**src/rsmp_pkg.sv**
```systemverilog
// Package for the linear interpolation resampler: field widths, payload structs,
// configuration register indexes, sequencer states and lane control bundle.
// No dependencies; compile first.
package rsmp_pkg;

	localparam int SAMPLE_W = 32;
	localparam int DIFF_W   = SAMPLE_W + 1;
	localparam int RATE_W   = 20;
	localparam int PHASE_W  = RATE_W + 1;
	localparam int CCOUNT_W = 4;
	localparam int NUM_CH   = 8;
	localparam int STEP_W   = $clog2(DIFF_W);

	localparam int CFG_IDX_W  = 2;
	localparam int CFG_DATA_W = RATE_W;

	localparam logic [RATE_W-1:0]   IN_RATE_RST  = RATE_W'(48000);
	localparam logic [RATE_W-1:0]   OUT_RATE_RST = RATE_W'(44100);
	localparam logic [CCOUNT_W-1:0] CCOUNT_RST   = CCOUNT_W'(2);

	typedef enum logic [CFG_IDX_W-1:0] {
		CFG_IN_RATE       = 2'd0,
		CFG_OUT_RATE      = 2'd1,
		CFG_CHANNEL_COUNT = 2'd2
	} cfg_idx_t;

	typedef enum logic [2:0] {
		ST_IDLE,
		ST_CHECK,
		ST_CALC,
		ST_SUM,
		ST_EMIT,
		ST_FINISH
	} state_t;

	typedef struct packed {
		logic signed [SAMPLE_W-1:0] sample_ch0;
		logic signed [SAMPLE_W-1:0] sample_ch1;
		logic signed [SAMPLE_W-1:0] sample_ch2;
		logic signed [SAMPLE_W-1:0] sample_ch3;
		logic signed [SAMPLE_W-1:0] sample_ch4;
		logic signed [SAMPLE_W-1:0] sample_ch5;
		logic signed [SAMPLE_W-1:0] sample_ch6;
		logic signed [SAMPLE_W-1:0] sample_ch7;
		logic                       restart;
	} in_frame_t;

	typedef struct packed {
		logic signed [SAMPLE_W-1:0] out_ch0;
		logic signed [SAMPLE_W-1:0] out_ch1;
		logic signed [SAMPLE_W-1:0] out_ch2;
		logic signed [SAMPLE_W-1:0] out_ch3;
		logic signed [SAMPLE_W-1:0] out_ch4;
		logic signed [SAMPLE_W-1:0] out_ch5;
		logic signed [SAMPLE_W-1:0] out_ch6;
		logic signed [SAMPLE_W-1:0] out_ch7;
		logic                       last_of_run;
	} out_frame_t;

	// Per-lane strobes from the sequencer.
	typedef struct packed {
		logic capture;  // load the current frame sample
		logic start;    // form |cur - prev| and clear the divider
		logic step;     // one bit of the serial multiply-divide
		logic finish;   // add the signed quotient to the previous sample
		logic commit;   // current sample becomes the previous sample
	} lane_ctl_t;

endpackage

```
**src/rsmp_lane.sv**
```systemverilog
// One channel lane of the resampler: holds current and previous samples and
// computes prev + trunc((cur - prev) * phase / rate) one bit per cycle.
// Depends on rsmp_pkg.
module rsmp_lane (
	input  logic                                clk,
	input  logic                                arst_n,
	input  rsmp_pkg::lane_ctl_t                 ctl,
	input  logic                                active,
	input  logic signed [rsmp_pkg::SAMPLE_W-1:0] sample,
	input  logic [rsmp_pkg::RATE_W-1:0]          phase,
	input  logic [rsmp_pkg::RATE_W-1:0]          rate,
	output logic signed [rsmp_pkg::SAMPLE_W-1:0] result
);
	import rsmp_pkg::*;

	logic signed [SAMPLE_W-1:0] cur_q;
	logic signed [SAMPLE_W-1:0] prev_q;
	logic signed [SAMPLE_W-1:0] y_q;
	logic [DIFF_W-1:0]          mag_q;
	logic [DIFF_W-1:0]          quo_q;
	logic [RATE_W-1:0]          rem_q;
	logic                       neg_q;

	logic [DIFF_W-1:0]   diff;
	logic [DIFF_W-1:0]   diff_abs;
	logic [RATE_W+1:0]   part;
	logic [RATE_W+1:0]   one_r;
	logic [RATE_W+1:0]   two_r;
	logic [RATE_W+1:0]   rem_n;
	logic [1:0]          k;
	logic [DIFF_W-1:0]   quo_n;
	logic [DIFF_W-1:0]   quo_s;
	logic [DIFF_W-1:0]   y_n;

	assign diff     = {cur_q[SAMPLE_W-1], cur_q} - {prev_q[SAMPLE_W-1], prev_q};
	assign diff_abs = diff[DIFF_W-1] ? (~diff + DIFF_W'(1)) : diff;

	// Remainder stays below rate; 2*rem + phase stays below 3*rate.
	assign part  = {1'b0, rem_q, 1'b0} + (mag_q[DIFF_W-1] ? {2'b00, phase} : '0);
	assign one_r = {2'b00, rate};
	assign two_r = {1'b0, rate, 1'b0};

	always_comb begin
		if (part >= two_r) begin
			rem_n = part - two_r;
			k     = 2'd2;
		end else if (part >= one_r) begin
			rem_n = part - one_r;
			k     = 2'd1;
		end else begin
			rem_n = part;
			k     = 2'd0;
		end
	end

	assign quo_n = {quo_q[DIFF_W-2:0], 1'b0} + {{(DIFF_W-2){1'b0}}, k};
	assign quo_s = neg_q ? (~quo_q + DIFF_W'(1)) : quo_q;
	assign y_n   = {prev_q[SAMPLE_W-1], prev_q} + quo_s;

	always_ff @(posedge clk or negedge arst_n) begin
		if (!arst_n) begin
			prev_q <= '0;
		end else if (ctl.commit && active) begin
			prev_q <= cur_q;
		end
	end

	always_ff @(posedge clk) begin
		if (ctl.capture) begin
			cur_q <= sample;
		end
		if (ctl.start) begin
			mag_q <= diff_abs;
			neg_q <= diff[DIFF_W-1];
			rem_q <= '0;
			quo_q <= '0;
		end else if (ctl.step) begin
			mag_q <= {mag_q[DIFF_W-2:0], 1'b0};
			rem_q <= rem_n[RATE_W-1:0];
			quo_q <= quo_n;
		end
		if (ctl.finish) begin
			y_q <= active ? y_n[SAMPLE_W-1:0] : '0;
		end
	end

	assign result = y_q;

endmodule

```
**config.mk**
```make
export PLATFORM = sky130hd
export DESIGN_NAME = rsmp_lane
export DESIGN_NICKNAME = d
export VERILOG_FILES = /design/src/rsmp_pkg.sv /design/src/rsmp_lane.sv
export SDC_FILE = /design/constraint.sdc
export NUM_CORES = 1
export LEC_CHECK = 0
export BUFFER_PORTS_ARGS = -buffer_cell sky130_fd_sc_hd__buf_2
export CAP_MARGIN = 20
export CORE_MARGIN = 2
export CORE_UTILIZATION = 33
export DETAILED_ROUTE_END_ITERATION = 8
export PLACE_DENSITY_LB_ADDON = 0.05
export SYNTH_ARGS = -nofsm -noshare
export SYNTH_HDL_FRONTEND = slang
export SYNTH_SLANG_ARGS = --single-unit
```
**constraint.sdc**
```tcl
create_clock -name clk -period 8 [get_ports clk]
set_clock_uncertainty 0.1 [all_clocks]
set_input_delay 0 -clock clk [delete_from_list [all_inputs] [get_ports clk]]
set_output_delay 0 -clock clk [all_outputs]
set_load 0.03 [all_outputs]
```
Word level (Yosys, flattened, before mapping)
Cells that the tools add are included.

word-level totals
  input bits = 80
  logic and storage cells = 30
  bits in registers = 182

operators by class
  add/subtract/negate cells = 8
  bitwise logic cells = 2
  reductions and logical operators = 2
  order comparisons = 2
  muxes and demuxes = 9

operators with widths
  cell                     count
  $mux W33                 3
  $mux W20                 3
  $sub A20 B20 Y20         2
  $add A33 B1 Y33 const B  1
  $not A33 Y33             1
  $sub A32 B32 Y33         1
  $add A32 B1 Y32 const B  1
  $add A32 B2 Y32          1
  $add A32 B32 Y32         1
  $mux W32                 1
  $not A32 Y32             1
  $add A21 B20 Y22         1
  $ge A22 B20 Y1           1
  $ge A22 B21 Y1           1
  $mux W2                  1
  $reduce_bool A2 Y1       1
  $logic_and A1 B1 Y1      1
  $mux W1                  1

Logic depth before layout (Yosys ltp)
Gate-level depths: netlist of run 1.

  depth in word-level cells = 6
  mapped depth = 34

Worst setup path after synthesis of run 1
No wires, ideal clock.

  path type = reg-to-reg
  start = reg mag_q[32]
  end = reg quo_q[25]
  path slack = 1928 ps
  stages on the path, launching flop included = 33
  period minus slack after synthesis = 6072 ps
  setup time = 86 ps
  arrival = 5886 ps
  cells stage by stage = edfxtp_1 -> clkbuf_1 -> clkbuf_1 -> and2_1 -> ha_1 -> o21ai_0 -> inv_1 -> a2111oi_0 -> nor2_1 -> a21o_1 -> a21oi_1 -> xnor2_1 -> ha_1 -> nand2_1 -> nor2_1 -> nand3_1 -> o211ai_1 -> a211oi_1 -> o31ai_1 -> a21oi_1 -> inv_1 -> clkbuf_1 -> ha_1 -> and4_1 -> nand2_1 -> nor2_1 -> and2_1 -> and3_1 -> nand3_1 -> nor2_1 -> nand4_1 -> xor2_1 -> a211oi_1

between the ends
  longest elaborated chain between the ends = 6

RTL lines
  what                    line             RTL
  start, declared         rsmp_lane.sv:19  logic [DIFF_W-1:0] mag_q;
  start signal, assigned  rsmp_lane.sv:73  mag_q <= diff_abs;
  start signal, assigned  rsmp_lane.sv:78  mag_q <= {mag_q[DIFF_W-2:0], 1'b0};
  $mux W20 *              rsmp_lane.sv:39  assign part = {1'b0, rem_q, 1'b0} + (mag_q[DIFF_W-1] ? {2'b00, phase} : '0);
  $add A21 B20 Y22 *      rsmp_lane.sv:39
  $ge A22 B20 Y1          rsmp_lane.sv:47  end else if (part >= one_r) begin
  $mux W1                 rsmp_lane.sv:47
  $mux W2 *               rsmp_lane.sv:44  if (part >= two_r) begin
  $add A32 B2 Y32 *       rsmp_lane.sv:56  assign quo_n = {quo_q[DIFF_W-2:0], 1'b0} + {{(DIFF_W-2){1'b0}}, k};
  end signal, assigned    rsmp_lane.sv:80  quo_q <= quo_n;
  end, declared           rsmp_lane.sv:20  logic [DIFF_W-1:0] quo_q;

Mark *: on every way between the ends. The rest lies on a longest branch, timed or not.
A chain may end at the register's enable or synchronous reset.

Worst setup path after layout of run 1
Ends and elaborated chain as after synthesis.

==> results of run 1 <==
==> what timing repair did <==
item	CTS	global route
hold buffers	38	0
hold endpoints to repair	90	0
gates resized for setup	0	0
==> metal layers <==
metal | global-route usage (%) | vias to the layer above | share of wire [%]
met1 | 25.7 | 6251 | 48
met3 | 2.41 | 34 | 3.0
met4 | 5.80 | 0 | 1.8
li1 | - | 6557 | -
met2 | 32.5 | 225 | 47
met5 | 0 | - | 0
==> worst max-delay path: cells and delay by family (launching register included) <==
kind,cells,cell delay (ns)
simple gates,14,2.53
compound gates,9,2.17
fa+ha+maj,3,0.82
flops,1,0.75
xor+xnor,2,0.30
buf+inv,2,0.20
==> synth_stat cells (all sizes together) (22+ instances only) <==
| cell type | count | area share (%) |
|---|---|---|
| nand3 | 44 | 1.5 |
| dfrtp | 32 | 5.3 |
| o21ai | 98 | 3.2 |
| a21oi | 131 | 4.3 |
| clkbuf | 61 | 1.5 |
| inv | 96 | 2.4 |
| xnor2 | 97 | 5.6 |
| mux2 | 43 | 3.2 |
| and3 | 24 | 0.99 |
| dfxtp | 52 | 6.9 |
| edfxtp | 98 | 19 |
| nand2 | 95 | 2.4 |
| a211oi | 44 | 2.2 |
| and2 | 35 | 1.4 |
| nor3 | 46 | 1.5 |
| or3 | 22 | 0.91 |
| a21o | 58 | 2.9 |
| xor2 | 68 | 3.9 |
| nor2 | 158 | 3.9 |
| ha | 126 | 10 |
==> cells by family after synthesis <==
family          after synthesis  synth area share [%]
simple gates                527                  17.3
xor+xnor                    165                  9.54
fa+ha+maj                   131                  11.1
buf+inv                     174                  4.50
compound gates              498                  21.6
mux                          61                  4.39
flops                       182                  31.6
==> metrics by stage <==
step	std cells	setup WS (ns)	utilization, %	power (mW)
after floorplan	1738	1.93	-	3.66
after global placement	2382	1.20	35.8	4.45
after detailed placement	2382	0.988	35.8	4.43
after CTS	2452	0.954	37.8	5.29
after global routing	2453	0.217	37.8	5.69
final	2453	0.988	37.8	5.24
==> state kept, by name (all words and copies together), names as in the netlist <==
name	flops
mag_q	33
quo_q	32
neg_q	1
prev_q	32
result	32
rem_q	20
cur_q	32
==> where the power goes <==
| group | switching (mW) | internal [mW] | total [mW] |
|---|---|---|---|
| Sequential | 0.139 | 1.24 | 1.38 |
| Combinational | 1.81 | 1.26 | 3.07 |
| Clock | 0.395 | 0.405 | 0.800 |
==> final cells by class <==
class	instances	share of cell area, %
inverter	97	2.12
tap	600	4.38
sequential	182	27.9
clock buffer	21	2.63
clock inverter	11	0.460
timing repair buffer	160	5.95
multi-input combinational	1382	56.6
==> final timing paths <==
kind	endpoint	slack, ns	depth (start not counted)
setup / recovery	quo_q[25]	0.99	30
hold / removal	result[8]	0.02	1
setup reg to reg	quo_q[25]	0.99	30
hold reg to reg	rem_q[17]	0.37	2
max in group asynchronous	prev_q[30]	7.23	2
min in group asynchronous	prev_q[1]	0.05	2
==> summary.txt, run 1 <==
Outcome
  – Outcome: finished, final reports clean

Clock tree
  – CTS H-Tree Depth: 4
  – Worst-Skew Late Latency: between 0.4 and 0.5 ns
  – TritonCTS Buffers: 17
  – Clk buf depth: 2
  – CTS clk-pin slew, worst paths: around 0.070 ns
  – CTS tree: done
  – Clock sink count: roughly 180
  – Clock root buffer master: clkbuf_16
  – Setup repair bufs after CTS: 0

Floorplanning
  – IO Count: 112
  – Cell Rows: approximately 80
  – Initial core utilization: roughly a third
  – Die X: approximately 220 µm
  – Area of the core: between 40,000 and 50,000 µm²
  – Die ar.: 47,600 µm²
  – Die H: approximately 220 µm

Global routing
  – Largest net degree at the start of global routing: 78
  – Initial antenna violation count: 1
  – First-pass GRT wire length: between 70,000 and 80,000 µm
  – GRT Overall Usage: 19.3%
  – Vias in the first global route: 12.8k
  – GRT Residual Overflow: 0

Detailed routing
  – Vias per Instance: 5.33
  – TritonRoute pass-1 iters: 5
  – Via count: between 10k and 15k
  – 1st-iter DRT viols: between 600 and 700
  – Routed len/inst: roughly 18 µm
  – DRC violations left: 0
  – Post-DRT Antenna Nets: 0
  – Final WL: between 40,000 and 50,000 µm

Layout
  – Final-layout fill cell count: approximately 4.7k
  – Area occupied by multi-input gates: 9700 µm²
  – Commonest non-fill, non-tap cells in the layout: nor2_1 (158), a21oi_1 (130), ha_1 (126), buf_2 (110), edfxtp_1 (98)
  – Sequential Area: roughly 4800 µm²
  – Layout cell share with drive strength beyond 1: 12.3%
  – Ant diodes: 0
  – Fin nets: 2,051
  – Syn-to-layout area delta: 13.2%
  – Commonest non-fill, non-tap cell in the layout: nor2_1
  – Post-Layout Inst Area: around 17,000 µm²

Worst setup path
  – Worst Path Arrival: around 7.3 ns
  – Required time worst endpoint: a little over 8 ns
  – Reg-to-Reg Start: mag_q[32]
  – Beginning of the critical path: mag_q[32]
  – CP peak stage delay: between 0.7 and 0.8 ns
  – CP max stage cell: edfxtp_1
  – Crit-path max FO: 20
  – Startpoint types: flop
  – Critical Path End Type: flop
  – Worst Setup Path Type: flop to flop

Timing
  – Period utilisation layout: between 80% and 90%
  – Slew Limit Fails: 0
  – Worst Max-Slew Pin Slew: about 1 ns
  – RSZ-0062 raised after global routing: false
  – Fmax: roughly 140 MHz
  – Setup tns final: 0 ns
  – Final hold vios: 0
  – Hold slack: between 0.02 and 0.025 ns
  – # setup viols final: 0
  – Crit path time final: about 7 ns
  – Slew HR: around a third

Hold path
  – Worst hold path class: primary input to flop
  – Worst hold path startpoint: ctl[1]

Placement
  – Buffers on Ports: ~110
  – HPWL Detailed: around 35,000 µm
  – Placed Area: 16,200 µm²
  – Routability congestion estimate: between 0.8 and 0.9

Power and ir drop
  – Lkg Pwr: about 7.3 nW
  – Power per cell area: a little over 300 nW/µm²
  – Peak VDD IR: around 0.16 mV

Synth
  – Gate Count Post-Synth: 1,738
  – Ys async rst share: ~18%
  – Synth cell types: 78
  – Mapped Avg Cell Area: 8.71 µm²
  – Synth Warn #: 0
  – Ys flop type: edfxtp_1
  – Number of synthesized flops with an enable pin: 98
  – Register area share after synthesis: between 30% and 40%
  – Syn nets: 1,949
  – Mapped cell area: approximately 15,000 µm²
  – Synthesized flop and latch total: 182

Job
  – Max-cap violations: 0
Note: power is estimated with default switching activity, not from simulation.
==> inputs of run 2 (changes only) <==
--- a/config.mk
+++ b/config.mk
@@ -8,7 +8,7 @@
 export BUFFER_PORTS_ARGS = -buffer_cell sky130_fd_sc_hd__buf_2
 export CAP_MARGIN = 20
 export CORE_MARGIN = 2
-export CORE_UTILIZATION = 33
+export CORE_UTILIZATION = 35
 export DETAILED_ROUTE_END_ITERATION = 8
 export PLACE_DENSITY_LB_ADDON = 0.05
 export SYNTH_ARGS = -nofsm -noshare
==> run 2 against run 1 <==
Worst hold slack about the same. First-iteration DRC count up 5.9%. Via count down 0.76%. Critical path depth unchanged. Count of clock-buffer cells in the layout up 6. Combinational power about the same. Power up 1.5%. Final cell count down 0.61%. Sequential power about the same. Utilization up 2.3 points. Register-to-register slack better by 0.08 ns. Die area down 5.6%.
==> summary.txt, run 2 (same netlist as run 1, synthesis figures left out) <==
Outcome
  – Outcome: finished, final reports clean

Clock tree
  – CTS tree: done
  – Setup repair bufs after CTS: 0
  – Clk buf depth: 2
  – CTS clk-pin slew, worst paths: approximately 0.07 ns
  – Worst-Skew Late Latency: between 0.4 and 0.5 ns
  – Post-CTS sizing: 0
  – # hold bufs at CTS: 37
  – CTS H-Tree Depth: 4
  – TritonCTS Buffers: 17
  – Clock root buffer master: clkbuf_16
  – Clock sink count: between 150 and 200

Power and ir drop
  – Lkg Pwr: between 7 and 8 nW
  – Power per cell area: between 300 and 400 nW/µm²
  – Pwr Total: roughly 5.3 mW
  – Peak VDD IR: roughly 0.19 mV

Timing
  – Hold slack: around 0.023 ns
  – Final hold vios: 0
  – Slew HR: between 20% and 30%
  – Period utilisation layout: 86.6%
  – Slew Limit Fails: 0
  – Setup tns final: 0 ns
  – RSZ-0062 raised after global routing: false
  – Worst setup margin: about 1.1 ns
  – Worst Max-Slew Pin Slew: about 1.1 ns
  – Fmax: 144 MHz
  – Crit path time final: about 6.9 ns
  – # setup viols final: 0

Global routing
  – Grt met2 use: around 34%
  – Vias in the first global route: approximately 12k
  – Global-route track usage on met1: between 20% and 30%
  – Largest net degree at the start of global routing: 77
  – GRT Overall Usage: between 20% and 30%
  – Top Usage Layer GRT: met2
  – Initial antenna violation count: 0
  – First-pass GRT wire length: between 60,000 and 70,000 µm
  – Met3 usage: 2.05%
  – GRT Residual Overflow: 0

Floorplanning
  – Cell Rows: 76
  – Initial core utilization: between 30% and 40%
  – Die X: approximately 210 µm
  – Area of the core: 42,900 µm²
  – Die H: 212 µm
  – IO Count: approximately 110
  – Die ar.: around 45,000 µm²

Layout
  – Final-layout fill cell count: between 4k and 5k
  – Largest Register: mag_q
  – Fin util: between 40% and 50%
  – Commonest non-fill, non-tap cell in the layout: nor2_1
  – Max FFs per register: 33
  – Syn-to-layout area delta: 13.6%
  – Fin nets: between 2k and 2.5k
  – Layout cell share with drive strength beyond 1: 12.4%
  – Commonest non-fill, non-tap cells in the layout: nor2_1 (158), a21oi_1 (130), ha_1 (126), buf_2 (110), edfxtp_1 (98)
  – Post-route insts no fill: between 2k and 2.5k
  – Ant diodes: 0
  – Post-Layout Inst Area: 17,200 µm²

Worst setup path
  – CP peak stage delay: approximately 0.76 ns
  – Required time worst endpoint: 8.27 ns
  – Startpoint types: flop
  – CP max stage cell: edfxtp_1
  – Worst Path Arrival: roughly 7 ns
  – Worst reg2reg setup slack: ~1.1 ns
  – Critical Path End Type: flop
  – Crit-path max FO: 20
  – Worst Setup Path Type: flop to flop
  – Register-to-Register Path Depth: 30
  – Reg-to-Reg Start: mag_q[32]
  – Reg-to-Reg End: quo_q[24]

Hold path
  – Worst hold path startpoint: rate[0]
  – Worst hold path class: primary input to flop
  – Hold Crit Endpoint: rem_q[1]
  – Worst hold path depth: 5

Placement
  – Placed Area: 16,200 µm²
  – Routability congestion estimate: 0.897
  – DP Worst Slack: approximately 1.1 ns
  – HPWL Detailed: around 35,000 µm
  – Buffers on Ports: approximately 110
  – Placed cells: between 2k and 2.5k

Detailed routing
  – 1st-iter DRT viols: between 600 and 700
  – Final WL: between 40,000 and 50,000 µm
  – Routed len/inst: ~18 µm
  – Vias per Instance: 5.32
  – Post-DRT Antenna Nets: 0
  – Via count: roughly 13k
  – TritonRoute pass-1 iters: 5
  – DRC violations left: 0

Job
  – Max-cap violations: 0
[run 2: routing by layer]
metal,up-vias,wire length (µm)
met3,32,1200
met1,6160,21300
met2,205,21000
met4,0,694
li1,6571,-
met5,-,0
[run 2: worst max path at each step]
stage	startpoint	endpoint	cells after the start
finish	mag_q[32]	quo_q[24]	30
global route	mag_q[32]	quo_q[31]	30
CTS	mag_q[32]	rem_q[0]	22
detailed placement	mag_q[32]	quo_q[27]	30
global placement	mag_q[32]	quo_q[25]	30
floorplan	mag_q[32]	quo_q[25]	32
[run 2: cell type report]
type	instances	area [µm²]	area share (%)
timing repair buffer	160	1020	5.92
sequential	182	4780	27.8
clock buffer	27	578	3.36
clock inverter	5	27.5	0.160
tap	585	732	4.25
multi-input combinational	1382	9700	56.4
inverter	97	364	2.12
[run 2: power breakdown]
part	switching (mW)	internal [mW]	leakage [nW]	total, mW
logic	1.81	1.26	5.27	3.08
clock network	0.375	0.497	0.307	0.872
registers	0.139	1.24	1.79	1.38
total	2.33	3.00	7.37	5.32
[run 2: worst max-delay path, delay by kind of cell, from the launching register on]
family,cells,cell delay [ns]
adders and majority gates,3,0.82
buffers and inverters,2,0.20
and+or+nand+nor,14,2.49
DFF,1,0.76
AOI/OAI and AO/OA,9,2.17
xor gates and xnor gates,2,0.29
==> inputs of run 3 (changes only) <==
--- a/config.mk
+++ b/config.mk
@@ -7,8 +7,11 @@
 export LEC_CHECK = 0
 export BUFFER_PORTS_ARGS = -buffer_cell sky130_fd_sc_hd__buf_2
 export CAP_MARGIN = 20
+export CELL_PAD_IN_SITES_DETAIL_PLACEMENT = 1
+export CELL_PAD_IN_SITES_GLOBAL_PLACEMENT = 1
 export CORE_MARGIN = 2
-export CORE_UTILIZATION = 35
+export CORE_UTILIZATION = 48
+export CTS_CLUSTER_DIAMETER = 60
 export DETAILED_ROUTE_END_ITERATION = 8
 export PLACE_DENSITY_LB_ADDON = 0.05
 export SYNTH_ARGS = -nofsm -noshare
==> run 3 against run 2 <==
Sequential share of layout area grew 0.40 points. Global-route usage grew 8.5 points. Worst hold slack gained 0.033 ns. Register-to-register slack lost 0.27 ns. Utilization grew 14 points. Clock power grew 0.7%. Via count grew 4.3%. Non-clock buffer count shrank 1. Cell area shrank 1.4%. Flip-flop and latch count is the same. Wire length grew 5.9%. Critical endpoint is now quo_q[28]. Highest routed layer unchanged.
==> summary.txt, run 3 (same netlist as run 1, synthesis figures left out) <==
Outcome
  – Outcome: finished, final reports clean

Clock tree
  – CTS tree: done
  – TritonCTS Buffers: 17
  – Setup repair bufs after CTS: 0
  – CTS clk-pin slew, worst paths: 0.09 ns
  – CTS H-Tree Depth: 4
  – Worst-Skew Late Latency: 0.46 ns
  – Post-CTS sizing: 0
  – Clock root buffer master: clkbuf_16
  – # hold bufs at CTS: 37
  – Clock sink count: 182
  – Clk buf depth: 2

Detailed routing
  – Via count: ~14k
  – Routed len/inst: around 21 µm
  – 1st-iter DRT viols: 796
  – Post-DRT Antenna Nets: 0
  – TritonRoute pass-1 iters: 5
  – Final WL: about 47,000 µm
  – Vias per Instance: 6.00
  – DRC violations left: 0

Placement
  – DP Worst Slack: around 0.9 ns
  – Routability congestion estimate: roughly 0.91
  – Placed Area: between 15,000 and 20,000 µm²
  – Buffers on Ports: approximately 110
  – HPWL Detailed: approximately 35,000 µm

Layout
  – Syn-to-layout area delta: 12.0%
  – Fin nets: between 2k and 2.5k
  – Area occupied by multi-input gates: a little under 10,000 µm²
  – Commonest non-fill, non-tap cell in the layout: nor2_1
  – Layout cell share with drive strength beyond 1: 12.4%
  – Post-Layout Inst Area: 17,000 µm²
  – Max FFs per register: 33
  – Commonest non-fill, non-tap cells in the layout: nor2_1 (158), a21oi_1 (130), ha_1 (126), buf_2 (110), edfxtp_1 (98)
  – Sequential Area: approximately 4800 µm²
  – Ant diodes: 0
  – Final-layout fill cell count: between 3k and 4k
  – Largest Register: mag_q

Worst setup path
  – CP max stage cell: a2111oi_0
  – Critical Path End Type: flop
  – CP peak stage delay: between 0.6 and 0.7 ns
  – Startpoint types: flop
  – Reg-to-Reg Start: mag_q[32]
  – Worst Setup Path Type: flop to flop
  – Required time worst endpoint: between 8 and 9 ns
  – Beginning of the critical path: mag_q[32]
  – Bufs and invs on worst path: 3
  – Crit-path max FO: 20
  – Top delay family on crit path: simple AND/OR/NAND/NOR gates
  – Worst Path Arrival: around 7.5 ns

Global routing
  – GRT Overall Usage: between 20% and 30%
  – Vias in the first global route: approximately 14k
  – Largest net degree at the start of global routing: 98
  – Initial antenna violation count: 0
  – First-pass GRT wire length: roughly 75,000 µm
  – GRT Residual Overflow: 0

Timing
  – Fmax: ~140 MHz
  – Slew Limit Fails: 0
  – Hold slack: between 0.05 and 0.06 ns
  – Slew HR: between 30% and 40%
  – Setup tns final: 0 ns
  – Final hold vios: 0
  – Worst setup margin: roughly 0.8 ns
  – # setup viols final: 0
  – Period utilisation layout: 90.0%
  – Crit path time final: slightly above 7 ns
  – RSZ-0062 raised after global routing: false
  – Worst Max-Slew Pin Slew: approximately 1.0 ns

Floorplanning
  – Initial core utilization: between 40% and 50%
  – Die H: 182 µm
  – Cell Rows: 65
  – Area of the core: roughly 31,000 µm²
  – IO Count: between 100 and 150
  – Die ar.: approximately 33,000 µm²
  – Die X: 182 µm

Power and ir drop
  – Pwr Total: between 5 and 6 mW
  – Power per cell area: between 300 and 400 nW/µm²
  – Lkg Pwr: 7.35 nW
  – Peak VDD IR: 0.260 mV

Job
  – Max-cap violations: 0

Hold path
  – Worst hold path class: primary input to flop
  – Worst hold path startpoint: ctl[1]
-- run 3: layout make-up --
| cell class | instances | share of cell area (%) |
|---|---|---|
| clock buffer | 22 | 3.05 |
| timing repair buffer | 159 | 5.96 |
| inverter | 97 | 2.15 |
| tap | 402 | 2.97 |
| sequential | 182 | 28.2 |
| clock inverter | 10 | 0.472 |
| multi-input combinational | 1382 | 57.2 |
-- run 3: final timing paths --
kind	to	slack [ns]	cells past startpoint
setup / recovery	quo_q[28]	0.80	30
hold / removal	result[5]	0.06	1
setup reg to reg	quo_q[28]	0.80	30
hold reg to reg	rem_q[17]	0.37	2
max in group asynchronous	prev_q[28]	7.19	2
min in group asynchronous	prev_q[8]	0.08	2
-- run 3: metrics by stage --
stage	utilization (%)	std cells
after floorplan	-	1738
after global placement	51.0	2183
after detailed placement	51.0	2183
after CTS	54.1	2252
after global routing	54.2	2254
final	54.2	2254
-- run 3: power breakdown --
| part | internal [mW] | total [mW] | switching [mW] |
|---|---|---|---|
| Sequential | 1.24 | 1.38 | 0.144 |
| Combinational | 1.27 | 3.16 | 1.89 |
| Clock | 0.468 | 0.878 | 0.410 |
| Total | 2.97 | 5.41 | 2.44 |
-- run 3: per-layer routing --
metal | track usage [%] | share of wire [%] | up-vias
met1 | 36.4 | 45 | 6679
met4 | 8.91 | 2.6 | 0
met5 | 0 | 0 | -
met2 | 50.1 | 49 | 244
met3 | 3.41 | 3.2 | 63
li1 | - | - | 6543
